$ cat src/hw/rtl/gwm_pkg.sv
// Shared types and constants for the glob wildcard matcher.
// No dependencies; imported by every module of the block but gwm_checker.
package gwm_pkg;

  localparam int PATTERN_MAX = 32;
  localparam int NPOS        = PATTERN_MAX + 1;
  localparam int LEN_W       = 6;
  localparam int DATA_W      = 64;
  localparam int ADDR_W      = 6;
  localparam int REG_IDX_W   = 3;

  localparam logic [7:0] STAR_CHAR     = 8'h2A;
  localparam logic [7:0] QUESTION_CHAR = 8'h3F;

  localparam logic [REG_IDX_W-1:0] REG_CHARS_LOW    = 3'd0;
  localparam logic [REG_IDX_W-1:0] REG_CHARS_SECOND = 3'd1;
  localparam logic [REG_IDX_W-1:0] REG_CHARS_THIRD  = 3'd2;
  localparam logic [REG_IDX_W-1:0] REG_CHARS_HIGH   = 3'd3;
  localparam logic [REG_IDX_W-1:0] REG_LENGTH       = 3'd4;

  typedef logic [7:0]      char_t;
  typedef logic [NPOS-1:0] pos_set_t;

  typedef struct packed {
    logic  en;
    char_t pchar;
  } cell_cfg_t;

  typedef struct packed {
    logic load;
    logic restart;
  } step_t;

endpackage

$ cat src/hw/rtl/gwm_closure.sv
// Star closure of a position set: a set '*' bit sets its successor, through '*' runs.
// Built as one carry chain (add). Depends on gwm_pkg.
module gwm_closure
  import gwm_pkg::*;
(
  input  pos_set_t set_in,
  input  pos_set_t star_en,
  output pos_set_t set_out
);

  logic [NPOS:0] sum_w;
  pos_set_t      gen_w;
  pos_set_t      carry_w;

  // generate = star & set, propagate = star & ~set; carries are the filled bits
  assign gen_w   = star_en & set_in;
  assign sum_w   = {1'b0, star_en} + {1'b0, gen_w};
  assign carry_w = sum_w[NPOS-1:0] ^ star_en ^ gen_w;
  assign set_out = set_in | carry_w;

endmodule

$ cat src/hw/rtl/gwm_cell.sv
// One pattern position of the matcher: holds its active bit and hands
// a pass bit to the next position. Depends on gwm_pkg.
module gwm_cell
  import gwm_pkg::*;
(
  input  logic      clk,
  input  logic      rst_n,
  input  step_t     step,
  input  cell_cfg_t cfg,
  input  char_t     text_char,
  input  logic      home,
  input  logic      closed,
  input  logic      pass_in,
  output logic      active,
  output logic      pass_out,
  output logic      adv_bit
);

  logic active_r;
  logic active_nxt;
  logic live_w;
  logic star_w;
  logic stay_w;

  assign live_w   = cfg.en & closed;
  assign star_w   = (cfg.pchar == STAR_CHAR);
  assign stay_w   = live_w & star_w;
  assign pass_out = live_w & ~star_w &
                    ((cfg.pchar == QUESTION_CHAR) | (cfg.pchar == text_char));
  assign adv_bit  = stay_w | pass_in;

  always_comb begin
    active_nxt = active_r;
    if (step.load) begin
      active_nxt = step.restart ? home : adv_bit;
    end
  end

  always_ff @(posedge clk) begin
    if (!rst_n) begin
      active_r <= home;
    end else begin
      active_r <= active_nxt;
    end
  end

  assign active = active_r;

endmodule

$ cat src/hw/rtl/glob_wildcard_matcher.sv
// Glob wildcard matcher top level: config registers, a row of position cells,
// result stage and output register. Depends on gwm_pkg, gwm_cell, gwm_closure.
//
// Usage:
//   Input channel (in_valid/in_ready) takes one name byte per transfer with
//   in_end_of_text marking the last byte and in_empty_text signalling an empty
//   name (byte ignored). '?' in the pattern matches any byte, '*' any run.
//   Output channel (out_valid/out_ready) gives one out_matched per name.
//   Throughput: one byte per cycle while in_ready is high; the position
//   cells update their active bits on each transfer, so names stream back to back.
//   Result path: the result of a name is registered in the result stage,
//   then in the output register, after the transfer of its last byte.
//   Stall: a held result keeps out_valid and out_matched; the block still
//   takes one more ending byte into its result stage, then drops in_ready
//   until the output register drains.
//   Reset: pattern registers clear, the active set returns to position zero,
//   both stages empty. APB writes take effect at once; write only when idle.
module glob_wildcard_matcher
  import gwm_pkg::*;
(
  input  logic              clk,
  input  logic              rst_n,
  input  logic              in_valid,
  output logic              in_ready,
  input  logic [7:0]        in_text_char,
  input  logic              in_end_of_text,
  input  logic              in_empty_text,
  output logic              out_valid,
  input  logic              out_ready,
  output logic              out_matched,
  input  logic              psel,
  input  logic              penable,
  input  logic              pwrite,
  input  logic [ADDR_W-1:0] paddr,
  input  logic [DATA_W-1:0] pwdata,
  output logic [DATA_W-1:0] prdata,
  output logic              pready
);

  logic [3:0][DATA_W-1:0] pat_words_r;
  logic [LEN_W-1:0]       len_r;
  logic [LEN_W-1:0]       eff_len;
  logic [REG_IDX_W-1:0]   reg_idx;
  logic                   cfg_wr;

  pos_set_t  active_set;
  pos_set_t  closed_set;
  pos_set_t  adv_set;
  pos_set_t  star_en;
  pos_set_t  home_set;
  pos_set_t  fin_closed;
  pos_set_t  fin_set_nxt;
  pos_set_t  fin_set_r;
  logic      fin_vld_r;
  logic      out_valid_r;
  logic      out_matched_r;
  logic      in_xfer;
  logic      done;
  logic      out_free;
  step_t     step;
  cell_cfg_t cell_cfg [NPOS];
  logic [NPOS-1:0] pass_w;

  // configuration port
  assign pready  = 1'b1;
  assign reg_idx = paddr[ADDR_W-1:ADDR_W-REG_IDX_W];
  assign cfg_wr  = psel & penable & pwrite;

  always_ff @(posedge clk) begin
    if (!rst_n) begin
      pat_words_r <= '0;
      len_r       <= '0;
    end else if (cfg_wr) begin
      case (reg_idx)
        REG_CHARS_LOW:    pat_words_r[0] <= pwdata;
        REG_CHARS_SECOND: pat_words_r[1] <= pwdata;
        REG_CHARS_THIRD:  pat_words_r[2] <= pwdata;
        REG_CHARS_HIGH:   pat_words_r[3] <= pwdata;
        REG_LENGTH:       len_r <= pwdata[LEN_W-1:0];
        default: ;
      endcase
    end
  end

  always_comb begin
    case (reg_idx)
      REG_CHARS_LOW:    prdata = pat_words_r[0];
      REG_CHARS_SECOND: prdata = pat_words_r[1];
      REG_CHARS_THIRD:  prdata = pat_words_r[2];
      REG_CHARS_HIGH:   prdata = pat_words_r[3];
      REG_LENGTH:       prdata = {{(DATA_W-LEN_W){1'b0}}, len_r};
      default:          prdata = '0;
    endcase
  end

  assign eff_len = (len_r > LEN_W'(PATTERN_MAX)) ? LEN_W'(PATTERN_MAX) : len_r;

  // handshake
  assign out_free = ~out_valid_r | out_ready;
  assign in_ready = ~fin_vld_r | out_free;
  assign in_xfer  = in_valid & in_ready;
  assign done     = in_end_of_text | in_empty_text;

  assign step.load    = in_xfer;
  assign step.restart = done;

  // position row
  for (genvar i = 0; i < NPOS; i++) begin : g_pos
    if (i < PATTERN_MAX) begin : g_live
      assign cell_cfg[i].en    = (LEN_W'(i) < eff_len);
      assign cell_cfg[i].pchar = pat_words_r[i/8][(i%8)*8 +: 8];
    end else begin : g_tail
      assign cell_cfg[i] = '0;
    end
    assign star_en[i]  = cell_cfg[i].en & (cell_cfg[i].pchar == STAR_CHAR);
    assign home_set[i] = (i == 0);

    gwm_cell u_cell (
      .clk       (clk),
      .rst_n     (rst_n),
      .step      (step),
      .cfg       (cell_cfg[i]),
      .text_char (in_text_char),
      .home      (home_set[i]),
      .closed    (closed_set[i]),
      .pass_in   ((i == 0) ? 1'b0 : pass_w[(i == 0) ? 0 : i-1]),
      .active    (active_set[i]),
      .pass_out  (pass_w[i]),
      .adv_bit   (adv_set[i])
    );
  end

  gwm_closure u_close_row (
    .set_in  (active_set),
    .star_en (star_en),
    .set_out (closed_set)
  );

  // result stage
  assign fin_set_nxt = in_empty_text ? active_set : adv_set;

  always_ff @(posedge clk) begin
    if (!rst_n) begin
      fin_vld_r <= 1'b0;
    end else if (in_xfer & done) begin
      fin_vld_r <= 1'b1;
    end else if (out_free) begin
      fin_vld_r <= 1'b0;
    end
  end

  always_ff @(posedge clk) begin
    if (in_xfer & done) begin
      fin_set_r <= fin_set_nxt;
    end
  end

  gwm_closure u_close_fin (
    .set_in  (fin_set_r),
    .star_en (star_en),
    .set_out (fin_closed)
  );

  // output register
  always_ff @(posedge clk) begin
    if (!rst_n) begin
      out_valid_r <= 1'b0;
    end else if (out_free) begin
      out_valid_r <= fin_vld_r;
    end
  end

  always_ff @(posedge clk) begin
    if (out_free) begin
      out_matched_r <= fin_closed[eff_len];
    end
  end

  assign out_valid   = out_valid_r;
  assign out_matched = out_matched_r;

endmodule

$ cat config.mk
export PLATFORM = sky130hd
export DESIGN_NAME = glob_wildcard_matcher
export DESIGN_NICKNAME = d
export VERILOG_FILES = /design/src/hw/rtl/gwm_pkg.sv /design/src/hw/rtl/gwm_closure.sv /design/src/hw/rtl/gwm_cell.sv /design/src/hw/rtl/glob_wildcard_matcher.sv
export SDC_FILE = /design/constraint.sdc
export NUM_CORES = 1
export LEC_CHECK = 0
export BUFFER_PORTS_ARGS = -buffer_cell sky130_fd_sc_hd__buf_2
export CAP_MARGIN = 20
export CORE_UTILIZATION = 55
export DETAILED_ROUTE_END_ITERATION = 16
export PLACE_DENSITY_LB_ADDON = 0.25
export REMOVE_ABC_BUFFERS = 1
export SLEW_MARGIN = 20
export SYNTH_ARGS = -nofsm -noshare
export SYNTH_HDL_FRONTEND = slang
export SYNTH_SLANG_ARGS = --single-unit
$ cat constraint.sdc
create_clock -name clk -period 4.8 [get_ports clk]
set_clock_uncertainty 0.1 [all_clocks]
set_input_delay 0.48 -clock clk [delete_from_list [all_inputs] [get_ports clk]]
set_output_delay 0.48 -clock clk [all_outputs]
set_load 0.1 [all_outputs]
# After elaboration in Yosys (flattened, before gate mapping)
# Cells that the tools add are included.
[classes]
n_addsub = 2
order_cmp = 34
n_eq_ne = 100
n_mux = 40
n_bitwise = 272
reduce_logical = 7
[ops]
columns = ["op", "n"]
rows = [
  ["== test 8 x 6 -> 1 bit (second input constant)", 64],
  ["one-hot mux 64 bit (5 select lines)", 1],
  ["== test 8 bit", 32],
  ["AND 1 bit", 164],
  ["less-than comparator 5 x 6 -> 1 bit (first input constant)", 16],
  ["OR 1 bit", 66],
  ["bitwise XOR 32 bit", 2],
  ["less-than comparator 4 x 6 -> 1 bit (first input constant)", 8],
  ["two-way mux 1 bit", 36],
  ["inverter 1 bit", 34],
  ["adder 32 x 33 -> 33 bit", 1],
  ["AND 32 x 33 -> 33 bit", 1],
  ["two-way mux 33 bit", 1],
  ["OR 33 bit", 1],
  ["bitwise XOR 33 x 32 -> 33 bit", 1],
  ["bitwise XOR 33 bit", 1],
  ["adder 32 bit", 1],
  ["AND 32 bit", 1],
  ["OR 32 bit", 1],
  ["less-than comparator 3 x 6 -> 1 bit (first input constant)", 4],
  ["less-than comparator 1 x 6 -> 1 bit (first input constant)", 2],
  ["less-than comparator 2 x 6 -> 1 bit (first input constant)", 2],
  ["AND reduction 2 bit", 5],
  ["less-than comparator 6 x 7 -> 1 bit (second input constant)", 1],
  ["8 further kinds", 9],
]
[word_totals]
ff_bits = 331
in_bits = 87
out_inout_bits = 68
wordCells = 497

# Logic depth before layout (Yosys ltp)
[logic_depth]
ltp_word = 14
ltp_mapped = 15
depth_no_buf = 14

# Modules after synthesis
# Synthesis repeated with hierarchy kept, for this count alone.
[hier_totals]
hier_cells = 2930
area_unflattened_um2 = 23671.5
[modules_own_cells]
columns = ["mod", "n_inst", "cells_per_inst", "area_each_um2", "seq_area_each_um2"]
rows = [
  ["glob_wildcard_matcher", 1, 1601, 14248.7, 6306.0],
  ["gwm_cell", 33, 27, 201.4, 30.0],
  ["gwm_closure", 2, 219, 1387.6, 0.0],
]

# Worst setup path before layout
# Ideal clock, no wire load.
[synth_timing]
path_kind = "reg2reg"
from = "reg out_valid_r, in the netlist out_valid"
to = "reg fin_set_r[0] (enable)"
setup_time_ps = 425
t_arrival_ps = 3594
t_required_ps = 4275
path_slack_ps = 682
path_stages_with_launch = 6
n_path_buf = 1
synth_period_minus_slack_ps = 4118
cell_sequence = "dfxtp_1 > nor2b_1 > nand2_1 > nand2_1 > clkbuf_1 > nor2_1"
[synth_via]
elab_chain_len = 5
[synth_lines]
columns = ["element", "line", "source"]
rows = [
  ["start: declaration", "glob_wildcard_matcher.sv:55", "logic out_valid_r;"],
  ["start signal: assignment", "glob_wildcard_matcher.sv:169", "out_valid_r <= fin_vld_r;"],
  ["inverter 1 bit", "glob_wildcard_matcher.sv:99", "assign out_free = ~out_valid_r | out_ready;"],
  ["OR 1 bit", "glob_wildcard_matcher.sv:99", ""],
  ["OR 1 bit", "glob_wildcard_matcher.sv:100", "assign in_ready = ~fin_vld_r | out_free;"],
  ["net in_ready", "glob_wildcard_matcher.sv:24", "output logic in_ready,"],
  ["AND 1 bit", "glob_wildcard_matcher.sv:101", "assign in_xfer = in_valid & in_ready;"],
  ["AND 1 bit", "glob_wildcard_matcher.sv:153", "if (in_xfer & done) begin"],
  ["end signal: assignment", "glob_wildcard_matcher.sv:154", "fin_set_r <= fin_set_nxt;"],
  ["end: declaration", "glob_wildcard_matcher.sv:53", "pos_set_t fin_set_r;"],
]
# The timed path passes the listed nets, and every way through them passes these cells.
# A chain may end at the register's enable or synchronous reset.

# Worst setup path after layout
[layout_timing]
from = "reg len_r[5]"
to = "reg fin_set_r[26] (data pin)"
[layout_via]
elab_chain_len = 14
elab_cells_between_ends = 68
classes_between = "1 x add/sub; 28 x order compare; 2 x mux; 37 x bitwise"
[layout_lines]
columns = ["element", "line", "source"]
rows = [
  ["start: declaration", "glob_wildcard_matcher.sv:41", "logic [LEN_W-1:0] len_r;"],
  ["start signal: assignment", "glob_wildcard_matcher.sv:79", "REG_LENGTH: len_r <= pwdata[LEN_W-1:0];"],
  ["> comparator 6 bit", "glob_wildcard_matcher.sv:96", "assign eff_len = (len_r > LEN_W'(PATTERN_MAX)) ? LEN_W'(PATTERN_MAX) : len_r;"],
  ["two-way mux 6 bit *", "glob_wildcard_matcher.sv:96", ""],
  ["less-than comparator 1 x 6 -> 1 bit, or another cell as far along", "glob_wildcard_matcher.sv:110", "assign cell_cfg[i].en = (LEN_W'(i) < eff_len);"],
  ["AND 1 bit", "glob_wildcard_matcher.sv:115", "assign star_en[i] = cell_cfg[i].en & (cell_cfg[i].pchar == STAR_CHAR);"],
  ["AND 32 bit", "gwm_closure.sv:16", "assign gen_w = star_en & set_in;"],
  ["adder 32 bit", "gwm_closure.sv:17", "assign sum_w = {1'b0, star_en} + {1'b0, gen_w};"],
  ["bitwise XOR 32 bit (2 in series)", "gwm_closure.sv:18", "assign carry_w = sum_w[NPOS-1:0] ^ star_en ^ gen_w;"],
  ["OR 32 bit", "gwm_closure.sv:19", "assign set_out = set_in | carry_w;"],
  ["AND 1 bit", "gwm_cell.sv:25", "assign live_w = cfg.en & closed;"],
  ["AND 1 bit (2 in series)", "gwm_cell.sv:28", "assign pass_out = live_w & ~star_w &"],
  ["OR 1 bit *", "gwm_cell.sv:30", "assign adv_bit = stay_w | pass_in;"],
  ["two-way mux 33 bit *", "glob_wildcard_matcher.sv:140", "assign fin_set_nxt = in_empty_text ? active_set : adv_set;"],
  ["net fin_set_nxt[26]", "glob_wildcard_matcher.sv:52", "pos_set_t fin_set_nxt;"],
]
# The timed path passes the listed nets; every way through them passes the cells marked *.

==> summary.md <==
| Metric | Value |
|---|---|
| Most used routing layer | met2 |
| Avg Inst Size Synth | 7.75 µm² |
| Top delay family on crit path | compound AO/OA/AOI/OAI gates |
| Total Routing Usage GR | 0.431 |
| Arrival time at the worst endpoint | 4.56 ns |
| Switch share | 0.259 |
| ANT cells | 0 |
| Max-cap check violation count | 0 |
| Status | finished, final reports clean |
| Worst Max-Slew Pin Slew | 1.16 ns |
| Initial drt markers | 2,669 |
| Worst hold slack | 0.0844 ns |
| Reg clk slew, reported paths | 0.06 ns |
| DIE HEIGHT | 203 µm |
| Synth cell types | 100 |
| Die ar. | just over 0.04 mm² |
| Cts hold-fix bufs | 0 |
| Min-delay src | pwdata[45] |
| # IOs | 155 |
| # DRC | 0 |
| Placement row count | 73 |
| Reg power frac | 0.437 |
| Cell leakage power | 8.51 nW |
| Num CTS Buffers | 38 |
| Crit end category | flip-flop |
| PortBufs | 150 |
| Nets | 3,030 |
| Share of layout cells above drive strength 1 | 0.132 |
| Part of the Yosys area used for sequential elements | 0.314 |
| Clock Sinks | 331 |
| Synth area leaders | dfxtp_1 (27%), nand2_1 (11%), a21boi_0 (8.9%) |
| First-pass GRT wire length | 136 mm |
| Internal power | 4.88 mW |
| Util after Layout | 0.628 |
| Die width | 203 µm |
| Cell count after synthesis | 2,862 |
| DRT Pass-1 Iters | 6 |
| Count leader, synth | nand2_1 |
| R2R Path Start | len_r[5]$_SDFFE_PN0P_ |
| TritonCTS clock tree | built |
| Post-CTS Resized | 0 |
| Element type at the critical path start | flip-flop |
| Psw | 1.70 mW |
| Vias after detailed routing | 23,700 |
| Post-route ant nets | 0 |
| Setup violators final | 0 |
| Worst setup startpoint | len_r[5]$_SDFFE_PN0P_ |
| Slowest cell on the critical path | or3_1 |
| Initial antenna violation count | 1 |
| H-tree lvl count | 2 |
| FMAX | 231 MHz |
| Setup Fix Bufs, Post-CTS | 0 |
| Routed wire per std cell | ~26 µm |
| Clock Path Buffers | 3 |
| Post-Layout Inst Area | between 0.02 and 0.025 mm² |
| Root Buffer | clkbuf_16 |
| Logic pwr share | 0.090 |
| Vias per cell | 6.79 |
| #FFs+latches synth | 331 |
| Clock Latency Late Sink | 0.57 ns |
| Fin. max-slew vios | 0 |
| Vias in the first global route | between 20,000 and 25,000 |
| Grt met3 use | 0.0822 |
| Post-synth EDFFs | 34 |
| Met2 Usage GRT | 0.667 |
| Worst Path Buf+Inv | 1 |
| Max VDD drop | 266 µV |
| Post-synth top area share | 0.268 |
| CP Class | flip-flop to flip-flop |
| Largest area contributor in the netlist | dfxtp_1 |
| Placed cell area | ~0.024 mm² |
| Area grow syn2layout | 12.5% |
| WL final | about 90 mm |
| Core area | between 0.03 and 0.04 mm² |
| Crit path max fanout | 8 |
| DP Wirelength | 64.7 mm |
| Clock power frac | 0.474 |
| Min cycle time layout | between 4 and 5 ns |
| Hold Path Class | primary input to flip-flop |
| Unrepaired setup endpoints after global routing | false |
| Grt ovf | 0 |
| Worst-path cell chain | buf_4 -> or3_1 -> o211a_1 -> and3_1 -> ha_1 -> nor3_1 -> a21oi_1 -> a21oi_1 -> o31a_1 -> o22ai_2 -> a22oi_2 -> o22ai_1 -> a211o_1 -> mux2_2 |
| DP Worst Slack | 0.581 ns |
| Data required time of the worst path | 5.02 ns |
| Most frequent CP cell | a21oi_1 |
| P per Cell Area | approximately 260 mW/mm² |
| Post-Syn Area | roughly 0.022 mm² |
| Ys flop type | dfxtp_1 |
| Worst Setup Slack, final | 0.466 ns |
| RePlAce Congestion | 1.07 |
| Asr flop ratio synth | 0 |
| Ys Warns | 0 |
| CP max stage delay | 0.47 ns |
| Starting density of the core | 0.558 |
| Period utilisation layout | 0.903 |
| Met1 Track Usage GR | 0.580 |
| Synth cell count leaders | nand2_1 (627), dfxtp_1 (297), a21boi_0 (263) |
| Relative slew slack | 0.221 |
| Largest net degree at the start of global routing | 107 |
| Final hold vios | 0 |
==> cell usage in the layout (no fill, tap or decap), types with 10 or more instances in the layout <==
cell type  count
a21boi_0     263
a21o_1        18
a21oi_1      103
a221o_1       61
a22o_1        71
a22oi_1       30
a31oi_1       20
and2_1        20
and3_1        13
buf_2        149
buf_4         83
clkbuf_16     40
clkbuf_8      14
dfxtp_1      297
edfxtp_1      34
inv_1         38
mux2_2        20
nand2_1      623
nand2b_1      14
nand3_1       44
nand4_1       60
nand4b_1      13
nor2_1       148
nor2b_1       26
nor3_1        60
nor4_1        54
o211ai_1      12
o21ai_0       80
o22ai_1       16
o31ai_1       12
o41ai_1       11
or2_2         10
or3_1         33
or4_1         19
xnor2_1      162
xor2_1        96
==> cell type report <==
cell class,count,area [µm²]
inverter,39,146
fill,3530,14800
sequential,331,6970
timing repair buffer,238,1480
clock buffer,59,1210
clock inverter,11,130
multi-input combinational,2293,14400
tap,525,657
==> worst register-to-register path, cell delays in order (launching register included) <==
cell	delay (ns)
dfxtp_1	0.42
buf_4	0.22
or3_1	0.47
o211a_1	0.33
and3_1	0.20
ha_1	0.19
nor3_1	0.14
a21oi_1	0.14
a21oi_1	0.37
o31a_1	0.26
o22ai_2	0.18
a22oi_2	0.38
o22ai_1	0.12
a211o_1	0.32
mux2_2	0.26
==> state kept, by name, indices dropped and copies added (netlist names) <==
register             count
cell_cfg               256
fin_set_r               33
fin_vld_r                1
g_pos.u_cell.active     33
len_r                    6
out_matched              1
out_valid                1
==> kinds of logic after synthesis <==
logic type / after synthesis / share of synthesized area
buffers and inverters: 238 / 0.0411
and+or+nand+nor: 1191 / 0.254
adders and majority gates: 2 / 0.00113
DFF: 331 / 0.314
other: 1 / 0.000169
AOI/OAI and AO/OA: 815 / 0.275
xor gates and xnor gates: 258 / 0.102
muxes: 26 / 0.0129
==> metrics by stage <==
step | TNS, ns | cells | total power, mW
5_1_grt | 0 | 3496 | 6.73
2_1_floorplan | -272.56 | 2663 | 3.20
4_1_cts | 0 | 3496 | 6.58
3_5_place_dp | 0 | 3426 | 3.50
3_3_place_gp | 0 | 3426 | 3.49
6_report | 0 | 3496 | 6.59
==> power by group through the flow <==
| stage | clock [mW] | combinational (mW) | sequential, mW |
|---|---|---|---|
| CTS | 3.13 | 0.570 | 2.88 |
| global route | 3.23 | 0.614 | 2.88 |
| detailed placement | 0 | 0.566 | 2.94 |
| finish | 3.12 | 0.590 | 2.88 |
| floorplan | 0 | 0.274 | 2.93 |
| global placement | 0 | 0.553 | 2.94 |
==> layer usage <==
metal | up-vias | share of wire | routed length (µm)
met5 | - | 0 | 0
met4 | 0 | 0.044 | 4030
met1 | 11500 | 0.41 | 36800
met3 | 270 | 0.11 | 10200
li1 | 10500 | - | -
met2 | 1515 | 0.44 | 39800
==> worst paths after layout <==
check / endpoint / slack [ns] / depth (start not counted)
worst max-delay path: fin_set_r[26]$_DFFE_PP_ / 0.47 / 14
worst max register to register: fin_set_r[26]$_DFFE_PP_ / 0.47 / 14
worst min register to register: g_pos[31].u_cell.active$_SDFFE_PN0P_ / 0.38 / 2
worst min-delay path: cell_cfg[32]$_SDFFE_PN0P_ / 0.08 / 3
Note: power is estimated with default switching activity, not from simulation.
